[src/rtl/bfa_pkg.sv]
// Shared types and constants of the bitmap frame allocator.
package bfa_pkg;

  // Field widths of the request, result and configuration channels.
  localparam int ACTION_W   = 2;
  localparam int START_W    = 14;
  localparam int COUNT_W    = 15;
  localparam int FIRST_W    = 14;
  localparam int LIMIT_W    = 15;
  localparam int CFG_ADDR_W = 3;
  localparam int CFG_DATA_W = 32;
  localparam int CFG_IDX_W  = CFG_ADDR_W - 2;

  localparam logic [LIMIT_W-1:0]   LIMIT_RESET     = 15'd16384;
  localparam logic [CFG_IDX_W-1:0] REG_FRAME_LIMIT = 1'b0;

  // Request action codes; code 3 is accepted and does nothing.
  typedef enum logic [ACTION_W-1:0] {
    ACT_ALLOC = 2'd0,
    ACT_FREE  = 2'd1,
    ACT_MARK  = 2'd2
  } action_t;

  typedef enum logic [2:0] {
    S_CLEAR,
    S_IDLE,
    S_DECODE,
    S_SCAN_RD,
    S_SCAN_EV,
    S_FILL_RD,
    S_FILL_WR,
    S_DONE
  } state_t;

  // Commands from the controller to the datapath.
  typedef struct packed {
    logic clear;
    logic latch;
    logic setup;
    logic scan_rd;
    logic scan_ev;
    logic fill_rd;
    logic fill_wr;
    logic load_out;
  } dp_cmd_t;

  // Status from the datapath to the controller.
  typedef struct packed {
    action_t act;
    logic    cnt_zero;
    logic    fill_empty;
    logic    pos_at_lim;
    logic    scan_hit;
    logic    scan_ok;
    logic    fill_last;
    logic    clr_last;
  } dp_status_t;

endpackage

[src/rtl/bfa_ctrl.sv]
// Controller state machine of the bitmap frame allocator.
module bfa_ctrl (
  input  logic                clk,
  input  logic                rst,
  input  logic                req_valid,
  output logic                req_ready,
  output logic                rsp_valid,
  input  logic                rsp_ready,
  input  bfa_pkg::dp_status_t st,
  output bfa_pkg::dp_cmd_t    cmd
);
  import bfa_pkg::*;

  state_t state;
  state_t state_next;
  logic   rsp_valid_next;

  // State register.
  always_ff @(posedge clk) begin
    if (rst) begin
      state <= S_CLEAR;
    end else begin
      state <= state_next;
    end
  end

  // Next state.
  always_comb begin
    state_next = state;
    unique case (state)
      S_CLEAR: begin
        if (st.clr_last) state_next = S_IDLE;
      end
      S_IDLE: begin
        if (req_valid) state_next = S_DECODE;
      end
      S_DECODE: begin
        case (st.act) inside
          ACT_ALLOC: state_next = st.cnt_zero ? S_DONE : S_SCAN_RD;
          ACT_FREE, ACT_MARK: state_next = st.fill_empty ? S_DONE : S_FILL_RD;
          default: state_next = S_DONE;
        endcase
      end
      S_SCAN_RD: begin
        state_next = st.pos_at_lim ? S_DONE : S_SCAN_EV;
      end
      S_SCAN_EV: begin
        if (st.scan_hit) state_next = S_SCAN_RD;
        else if (st.scan_ok) state_next = S_FILL_RD;
        else state_next = S_SCAN_RD;
      end
      S_FILL_RD: begin
        state_next = S_FILL_WR;
      end
      S_FILL_WR: begin
        state_next = st.fill_last ? S_DONE : S_FILL_RD;
      end
      S_DONE: begin
        if (!rsp_valid || rsp_ready) state_next = S_IDLE;
      end
      default: state_next = S_CLEAR;
    endcase
  end

  // Commands and handshake outputs.
  always_comb begin
    cmd       = '0;
    req_ready = 1'b0;
    unique case (state)
      S_CLEAR:   cmd.clear = 1'b1;
      S_IDLE: begin
        req_ready = 1'b1;
        cmd.latch = req_valid;
      end
      S_DECODE:  cmd.setup = 1'b1;
      S_SCAN_RD: cmd.scan_rd = 1'b1;
      S_SCAN_EV: cmd.scan_ev = 1'b1;
      S_FILL_RD: cmd.fill_rd = 1'b1;
      S_FILL_WR: cmd.fill_wr = 1'b1;
      S_DONE:    cmd.load_out = !rsp_valid || rsp_ready;
      default:   cmd = '0;
    endcase
  end

  // Result valid flag: set when a result is loaded, cleared by its transfer.
  always_comb begin
    rsp_valid_next = rsp_valid;
    if (cmd.load_out) rsp_valid_next = 1'b1;
    else if (rsp_ready) rsp_valid_next = 1'b0;
  end

  always_ff @(posedge clk) begin
    if (rst) begin
      rsp_valid <= 1'b0;
    end else begin
      rsp_valid <= rsp_valid_next;
    end
  end

endmodule

[config.mk]
export PLATFORM = sky130hd
export DESIGN_NAME = bfa_ctrl
export DESIGN_NICKNAME = d
export VERILOG_FILES = /design/src/rtl/bfa_pkg.sv /design/src/rtl/bfa_ctrl.sv
export SDC_FILE = /design/constraint.sdc
export NUM_CORES = 1
export LEC_CHECK = 0
export ABC_AREA = 1
export BUFFER_PORTS_ARGS = -buffer_cell sky130_fd_sc_hd__buf_2
export CORE_UTILIZATION = 30
export DETAILED_ROUTE_END_ITERATION = 10
export PLACE_DENSITY = 0.64
export SETUP_SLACK_MARGIN = 0.5
export SLEW_MARGIN = 0
export SYNTH_ARGS = -nofsm -noshare
export SYNTH_HDL_FRONTEND = slang
export SYNTH_SLANG_ARGS = --single-unit
[constraint.sdc]
create_clock -name clk -period 1.3 [get_ports clk]
set_input_delay 0.195 -clock clk [delete_from_list [all_inputs] [get_ports clk]]
set_output_delay 0.195 -clock clk [all_outputs]
set_load 0.01 [all_outputs]
* Word level (Yosys, flattened, before mapping) *
Cells that the tools add are included.

storage, ports and cells
  register bits after elaboration = 4
  input port bits = 13
  output and inout port bits = 10
  logic and storage cells = 44

cells by class
  equal/unequal tests = 12
  mux-type cells = 23
  reductions and logical operators = 7

operators with widths
  cell                                                 number
  one-hot mux 3 bit (8 select lines)                   1
  2-to-1 mux 3 bit                                     7
  equality test 3 bit, second input constant           4
  2-to-1 mux 1 bit                                     11
  2-to-1 mux 2 bit                                     4
  equality test 3 x 2 -> 1 bit, second input constant  2
  != test 2 bit, second input constant                 3
  equality test 3 x 1 -> 1 bit, second input constant  1
  logical NOT 3 bit                                    1
  AND reduction 3 bit                                  1
  equality test 2 x 1 -> 1 bit, second input constant  1
  equality test 2 bit, second input constant           1
  logical NOT 2 bit                                    1
  nonzero test 2 bit                                   1
  OR reduction 2 bit                                   1
  logical NOT 1 bit                                    1
  logical OR 1 bit                                     1

* Logic depth before layout (Yosys ltp) *
Gate-level depths: netlist (run 1).

  depth in word-level cells = 5
  gate-level depth with buffers = 9
  mapped depth without buffers = 8

* Least setup slack after synthesis (run 1) *
Ideal clock, no wire load.

  kind = register -> output
  start = register state[1]
  end = output cmd[0] (netlist bit)
  arrival = 842 ps
  required time = 1105 ps
  setup slack = 263 ps
  cell stages (with the launch flop) = 7
  path buffers = 2
  cell sequence = dfxtp_1 > buf_6 > inv_4 > nor2_2 > inv_1 > nor2_1 > buf_4

RTL lines
  item                    RTL line        RTL
  start, declared         bfa_ctrl.sv:14  state_t state;
  start signal, assigned  bfa_ctrl.sv:23  state <= state_next;
  end, declared           bfa_ctrl.sv:10  output bfa_pkg::dp_cmd_t cmd

==> results of run 1 <==
[synthesized netlist by cell type (2+ instances only)]
| cell type | instances |
|---|---|
| sky130_fd_sc_hd__o21ai_1 | 2 |
| sky130_fd_sc_hd__nor2_1 | 8 |
| sky130_fd_sc_hd__nor2_2 | 2 |
| sky130_fd_sc_hd__dfxtp_1 | 4 |
| sky130_fd_sc_hd__inv_1 | 14 |
| sky130_fd_sc_hd__buf_6 | 3 |
| sky130_fd_sc_hd__nand2_1 | 8 |
| sky130_fd_sc_hd__inv_4 | 2 |
| sky130_fd_sc_hd__nand3_1 | 6 |
| sky130_fd_sc_hd__nand2_2 | 4 |
| sky130_fd_sc_hd__a21oi_1 | 4 |
[power by group]
part | total, mW | internal [mW] | switching, mW
sequential | 0.229 | 0.158 | 0.0714
clock | 0.150 | 0.103 | 0.0471
combinational | 0.629 | 0.329 | 0.300
total | 1.01 | 0.590 | 0.418
[flip-flops by register name, indices dropped and copies added, names as in the netlist]
signal and flops:
rsp_valid 1, state 3
[kinds of logic after synthesis]
family | Yosys count | share of synthesized area, %
AO/OA/AOI/OAI | 8 | 9.80
adder cells (fa/ha/maj) | 1 | 2.80
buffers and inverters | 22 | 25.8
AND/OR/NAND/NOR | 35 | 43.7
flip-flops | 4 | 17.9
[critical path: cells and delay by family (launching register included)]
family | cells | cell delay (ns)
flip-flops | 1 | 0.37
buffers and inverters | 2 | 0.29
AND/OR/NAND/NOR | 1 | 0.19
[how the worst max path moves through the flow]
stage | depth (start not counted) | end | startpoint | slack (ns)
6_report | 3 | cmd[3] | state[0] | 0.03
2_1_floorplan | 6 | cmd[0] | state[0] | 0.29
3_3_place_gp | 7 | state[1] | state[0] | 0.08
5_1_grt | 5 | cmd[0] | state[2] | -0.03
4_1_cts | 3 | cmd[3] | state[2] | 0.04
3_5_place_dp | 7 | state[1] | state[0] | 0.06
[layer usage]
metal  global-route usage [%]  share of wire, %  wire length (um)  up-vias
li1                         -                 -                 -      278
met1                     18.5                46               539      220
met2                     25.0                51               594       12
met3                     2.22               2.4                28        2
met4                     6.67              0.94                11        0
met5                        0                 0                 0        -
[stage by stage]
| step | instances | hold WS (ns) | power (mW) |
|---|---|---|---|
| floorplan | 70 | 0.250 | 0.522 |
| global placement | 105 | 0.400 | 0.597 |
| detailed placement | 105 | 0.397 | 0.597 |
| CTS | 114 | 0.153 | 0.884 |
| global route | 119 | 0.176 | 1.08 |
| finish | 119 | 0.168 | 1.01 |
[what timing repair did]
item,in CTS,in global routing
setup buffers,6,5
pin swaps,8,10
endpoints found under the hold margin,0,0
endpoints found under the setup margin,14,14
resized for setup,17,15
[area by class of cell]
class	count	area share, %
multi-input cells	44	39.7
clock buffers	3	2.86
inverters	18	9.68
well taps	15	2.38
flip-flops and latches	4	11.7
repair buffers	35	33.7
==> results.yml, run 1 <==
floorplanning:
  die_w_um: 40.6
  ioPinCount: 23
  start_util_pct: 33.1
  die-area_sq_um: 1650
  design.core.area_sq_um: 1350
  die_y_um: 40.6
  std_cell_rows: 13
critical_path:
  r2r_start: "state[0]"
  worst-endpoint-arrival_ns: 1.08
  timing.rr.end: "state[1]"
  crit_path_largest_cell_delay_ns: 0.37
  reg2reg_slack_ns: 0.09
  worst-setup-path-type: "reg -> out"
  required_ns: 1.11
  timing.critical_path.to_type: "output pin"
  r2r.worst_path.cells: 8
  start_kind: "flop"
  crit_path_max_fanout: 6
  path_cells: "buf_6 -> nor3_4 -> buf_2"
  critical_path.slowest_cell: "sky130_fd_sc_hd__dfxtp_4"
yosys:
  number_of_register_bits_inferred_by_synthesis: 4
  synthTopCellsByArea: "sky130_fd_sc_hd__dfxtp_1 18%, sky130_fd_sc_hd__inv_1 12%, sky130_fd_sc_hd__buf_6 7.6%"
  synth-warning-count: 0
  synth_fp_nets: 84
  synth_async_sr_flop_share_pct: 0
  distinct_cell_type_count_after_synthesis: 24
  synth-edff-count: 0
  synth.largest_area_cell: "sky130_fd_sc_hd__dfxtp_1"
  yosys_most_used_dff: "sky130_fd_sc_hd__dfxtp_1"
  synth_area_per_cell_sq_um: 6.38
  netlist.area_leader.share_pct: 17.9
  syn_area_sq_um: 447
  synth_instances: 70
  yosysSeqAreaShare_pct: 17.9
timing:
  rsz0062_at_grt: "true"
  layout_worst_path_cycle_share_pct: 97.8
  hold_viol_final: 0
  setup_viol: 0
  period_minus_slack_ns: 1.27
  max_slew_violations: 0
  transition_time_of_the_tightest_slew_check_pin_ns: 0.176
  fmax_mhz: 786
  final.setup.tns_ns: 0
  fin_ws_ns: 0.0284
  skew_ns: 0.000666
  slew_headroom_pct: 88.3
power_and_ir_drop:
  total_leakage_power_nw: 0.422
  peakVddDrop_mv: 0.622
  power_density_nw_per_um2: 1280
routing:
  first_iter_violations: 5
  vias_per_cell: 4.30
  detail-route-antenna-nets: 0
  detailedRoute.firstPassIterationCount: 2
  avgRoutedWirePerCell_um: 9.87
  drc: 0
  vias: 512
  routed_wirelength_um: 1170
clocking:
  cts-hold-fix-buffers: 0
  cts_made_buffers: 3
  clkSlewWorstSetupHoldPaths_ns: 0.04
  tritoncts: "done"
  clockRootBuffer: "sky130_fd_sc_hd__clkbuf_4"
  cts_htree_levels: 1
  cts.sink_count: 4
  clockBufferDepth: 2
  worst_skew_pair.late_latency_ns: 0.23
layout:
  final.fill_count: 125
  final_common_cell: "sky130_fd_sc_hd__buf_2"
  layout.core_utilization_pct: 58.4
  mostFrequentLayoutCells: "17 x sky130_fd_sc_hd__buf_2, 12 x sky130_fd_sc_hd__buf_6, 8 x sky130_fd_sc_hd__inv_1, 7 x sky130_fd_sc_hd__inv_2, 6 x sky130_fd_sc_hd__buf_4"
  antenna_cells: 0
  stdcell_area_sq_um: 788
  multiInputGateArea_sq_um: 313
  ff_latch_area_sq_um: 92.6
  synth_to_layout_area_growth_pct: 76.5
  num-nets-final: 120
  drive_gt1_share_pct: 69.2
run:
  maxCapViolCount: 0
worst_hold_path:
  worstHoldStart: "rst"
  holdPathStages: 2
  timing.hold.worst_endpoint: "state[1]"
  hold_path_class: "in -> reg"
placement:
  numPortBuffers: 22
  gpl_wtd_cong: 0.791
  post-dp-hpwl_um: 765
  dpl_worst_slack_ns: 0.0623
  placement.cell_area_sq_um: 568
global_routing:
  grt_pass1_vias: 421
  overall_overflow_remaining_after_global_route: 0
  grt_pass1_wl_um: 1640
  gr-usage-all-layers_pct: 14.9
  grt_antenna_before_repair: 0
  pin_count_of_the_biggest_net_entering_global_routing: 9
outcome:
  run_status: "finished, final reports clean"
Note: power is estimated with default switching activity, not from simulation.
==> run 2, diff against run 1 <==
Settings changed: REMOVE_ABC_BUFFERS set to 1.
==> run 2 against run 1 <==
Clock power rose by 3%. First-iteration DRC count fell by 20%. Core utilization fell by 4.2 points. Clock-buffer cell count did not move. Sequential power fell by 12%. Critical endpoint is now cmd[0].
==> results.yml, run 2 (synthesis results as in run 1) <==
outcome:
  run_status: "finished, final reports clean"
critical_path:
  worst-endpoint-arrival_ns: 1.05
  required_ns: 1.11
  worst-setup-path-type: "reg -> out"
  timing.critical_path.to_type: "output pin"
  start_kind: "flop"
  crit_path_max_fanout: 5
clocking:
  tritoncts: "done"
  clockBufferDepth: 2
  clockRootBuffer: "sky130_fd_sc_hd__clkbuf_4"
  worst_skew_pair.late_latency_ns: 0.24
  cts.sink_count: 4
  clkSlewWorstSetupHoldPaths_ns: 0.04
  cts_htree_levels: 1
  cts-hold-fix-buffers: 0
  cts_made_buffers: 3
global_routing:
  grt_pass1_wl_um: 1700
  pin_count_of_the_biggest_net_entering_global_routing: 7
  grt_antenna_before_repair: 0
  overall_overflow_remaining_after_global_route: 0
  grt_pass1_vias: 433
  gr-usage-all-layers_pct: 15.4
routing:
  vias_per_cell: 4.57
  avgRoutedWirePerCell_um: 9.97
  detail-route-antenna-nets: 0
  vias: 526
  first_iter_violations: 4
  drc: 0
  detailedRoute.firstPassIterationCount: 4
  routed_wirelength_um: 1150
layout:
  mostFrequentLayoutCells: "17 x sky130_fd_sc_hd__buf_2, 10 x sky130_fd_sc_hd__inv_1, 7 x sky130_fd_sc_hd__nand2_1, 7 x sky130_fd_sc_hd__buf_6, 7 x sky130_fd_sc_hd__buf_4"
  drive_gt1_share_pct: 63.0
  stdcell_area_sq_um: 732
  num-nets-final: 116
  final_cells: 115
  largest_register_ffs: 3
  antenna_cells: 0
  biggest_registers_after_layout: "state (3), rsp_valid (1)"
  top_register: "state"
  synth_to_layout_area_growth_pct: 63.9
  final_common_cell: "sky130_fd_sc_hd__buf_2"
floorplanning:
  ioPinCount: 23
  std_cell_rows: 13
  die-area_sq_um: 1650
  design.core.area_sq_um: 1350
  die_y_um: 40.6
  die_w_um: 40.6
  start_util_pct: 33.1
placement:
  dpl_worst_slack_ns: 0.147
  placement.cell_area_sq_um: 557
  post-dp-hpwl_um: 782
  gpl_wtd_cong: 0.757
  numPortBuffers: 22
  dp_cells: 106
timing:
  skew_ns: 0.00761
  final.setup.tns_ns: 0
  fin_ws_ns: 0.0501
  setup_viol: 0
  slew_headroom_pct: 90.1
  fmax_mhz: 800
  rsz0062_at_grt: "true"
  max_slew_violations: 0
  layout_worst_path_cycle_share_pct: 96.1
  hold_viol_final: 0
  period_minus_slack_ns: 1.25
  transition_time_of_the_tightest_slew_check_pin_ns: 0.148
power_and_ir_drop:
  total_leakage_power_nw: 0.397
  peakVddDrop_mv: 0.666
  power_density_nw_per_um2: 1270
  final_power_mw: 0.929
worst_hold_path:
  hold_path_class: "in -> reg"
run:
  maxCapViolCount: 0
==> run 2: cell types whose count changed in the layout (fill, tap and decap cells not counted), sizes merged <==
cell  delta
buf      -4
==> run 2: power by group <==
part	switching [mW]	internal, mW
clock	0.0515	0.103
combinational	0.301	0.271
sequential	0.0443	0.157
==> run 2: worst max-delay path, stage by stage, from the launching register on <==
cell and delay (ns):
sky130_fd_sc_hd__dfxtp_4 0.39, sky130_fd_sc_hd__nand2_4 0.07, sky130_fd_sc_hd__nor2_4 0.10, sky130_fd_sc_hd__inv_2 0.05, sky130_fd_sc_hd__nor2_1 0.08, sky130_fd_sc_hd__buf_2 0.13
==> run 2: repair_timing <==
item | 4_1_cts | 5_1_grt
gates resized for setup | 17 | 14
setup buffers | 6 | 0
endpoints found under the setup margin | 14 | 14
pin swaps | 4 | 1
==> run 2: final cells by class <==
type                            count  area [sq um]
Tap cell                           15          18.8
Multi-Input combinational cell     44           305
Timing Repair Buffer               31           216
Fill cell                         134           618
Sequential cell                     4          92.6
Inverter                           18          76.3
Clock buffer                        3          22.5
==> run 2: final timing paths <==
kind	startpoint	end	slack [ns]	depth (start not counted)
hold reg to reg	state[1]	rsp_valid	0.60	4
setup reg to reg	state[1]	state[1]	0.15	9
setup / recovery	state[0]	cmd[0]	0.05	5
hold / removal	rst	rsp_valid	0.17	2
==> run 2: stage by stage <==
step	hold WS, ns	utilization [%]
after floorplan	0.257	-
after global placement	0.415	41.2
after detailed placement	0.413	41.2
after CTS	0.158	50.4
after global routing	0.178	54.2
final	0.170	54.2
==> run 2: per-layer routing <==
layer / track usage (%) / part of all wire, % / vias up / wire, um
li1: - / - / 275 / -
met1: 17.9 / 42 / 230 / 484
met2: 27.4 / 50 / 21 / 571
met3: 6.67 / 7.9 / 0 / 91
met4: 0 / 0 / 0 / 0
met5: 0 / 0 / - / 0
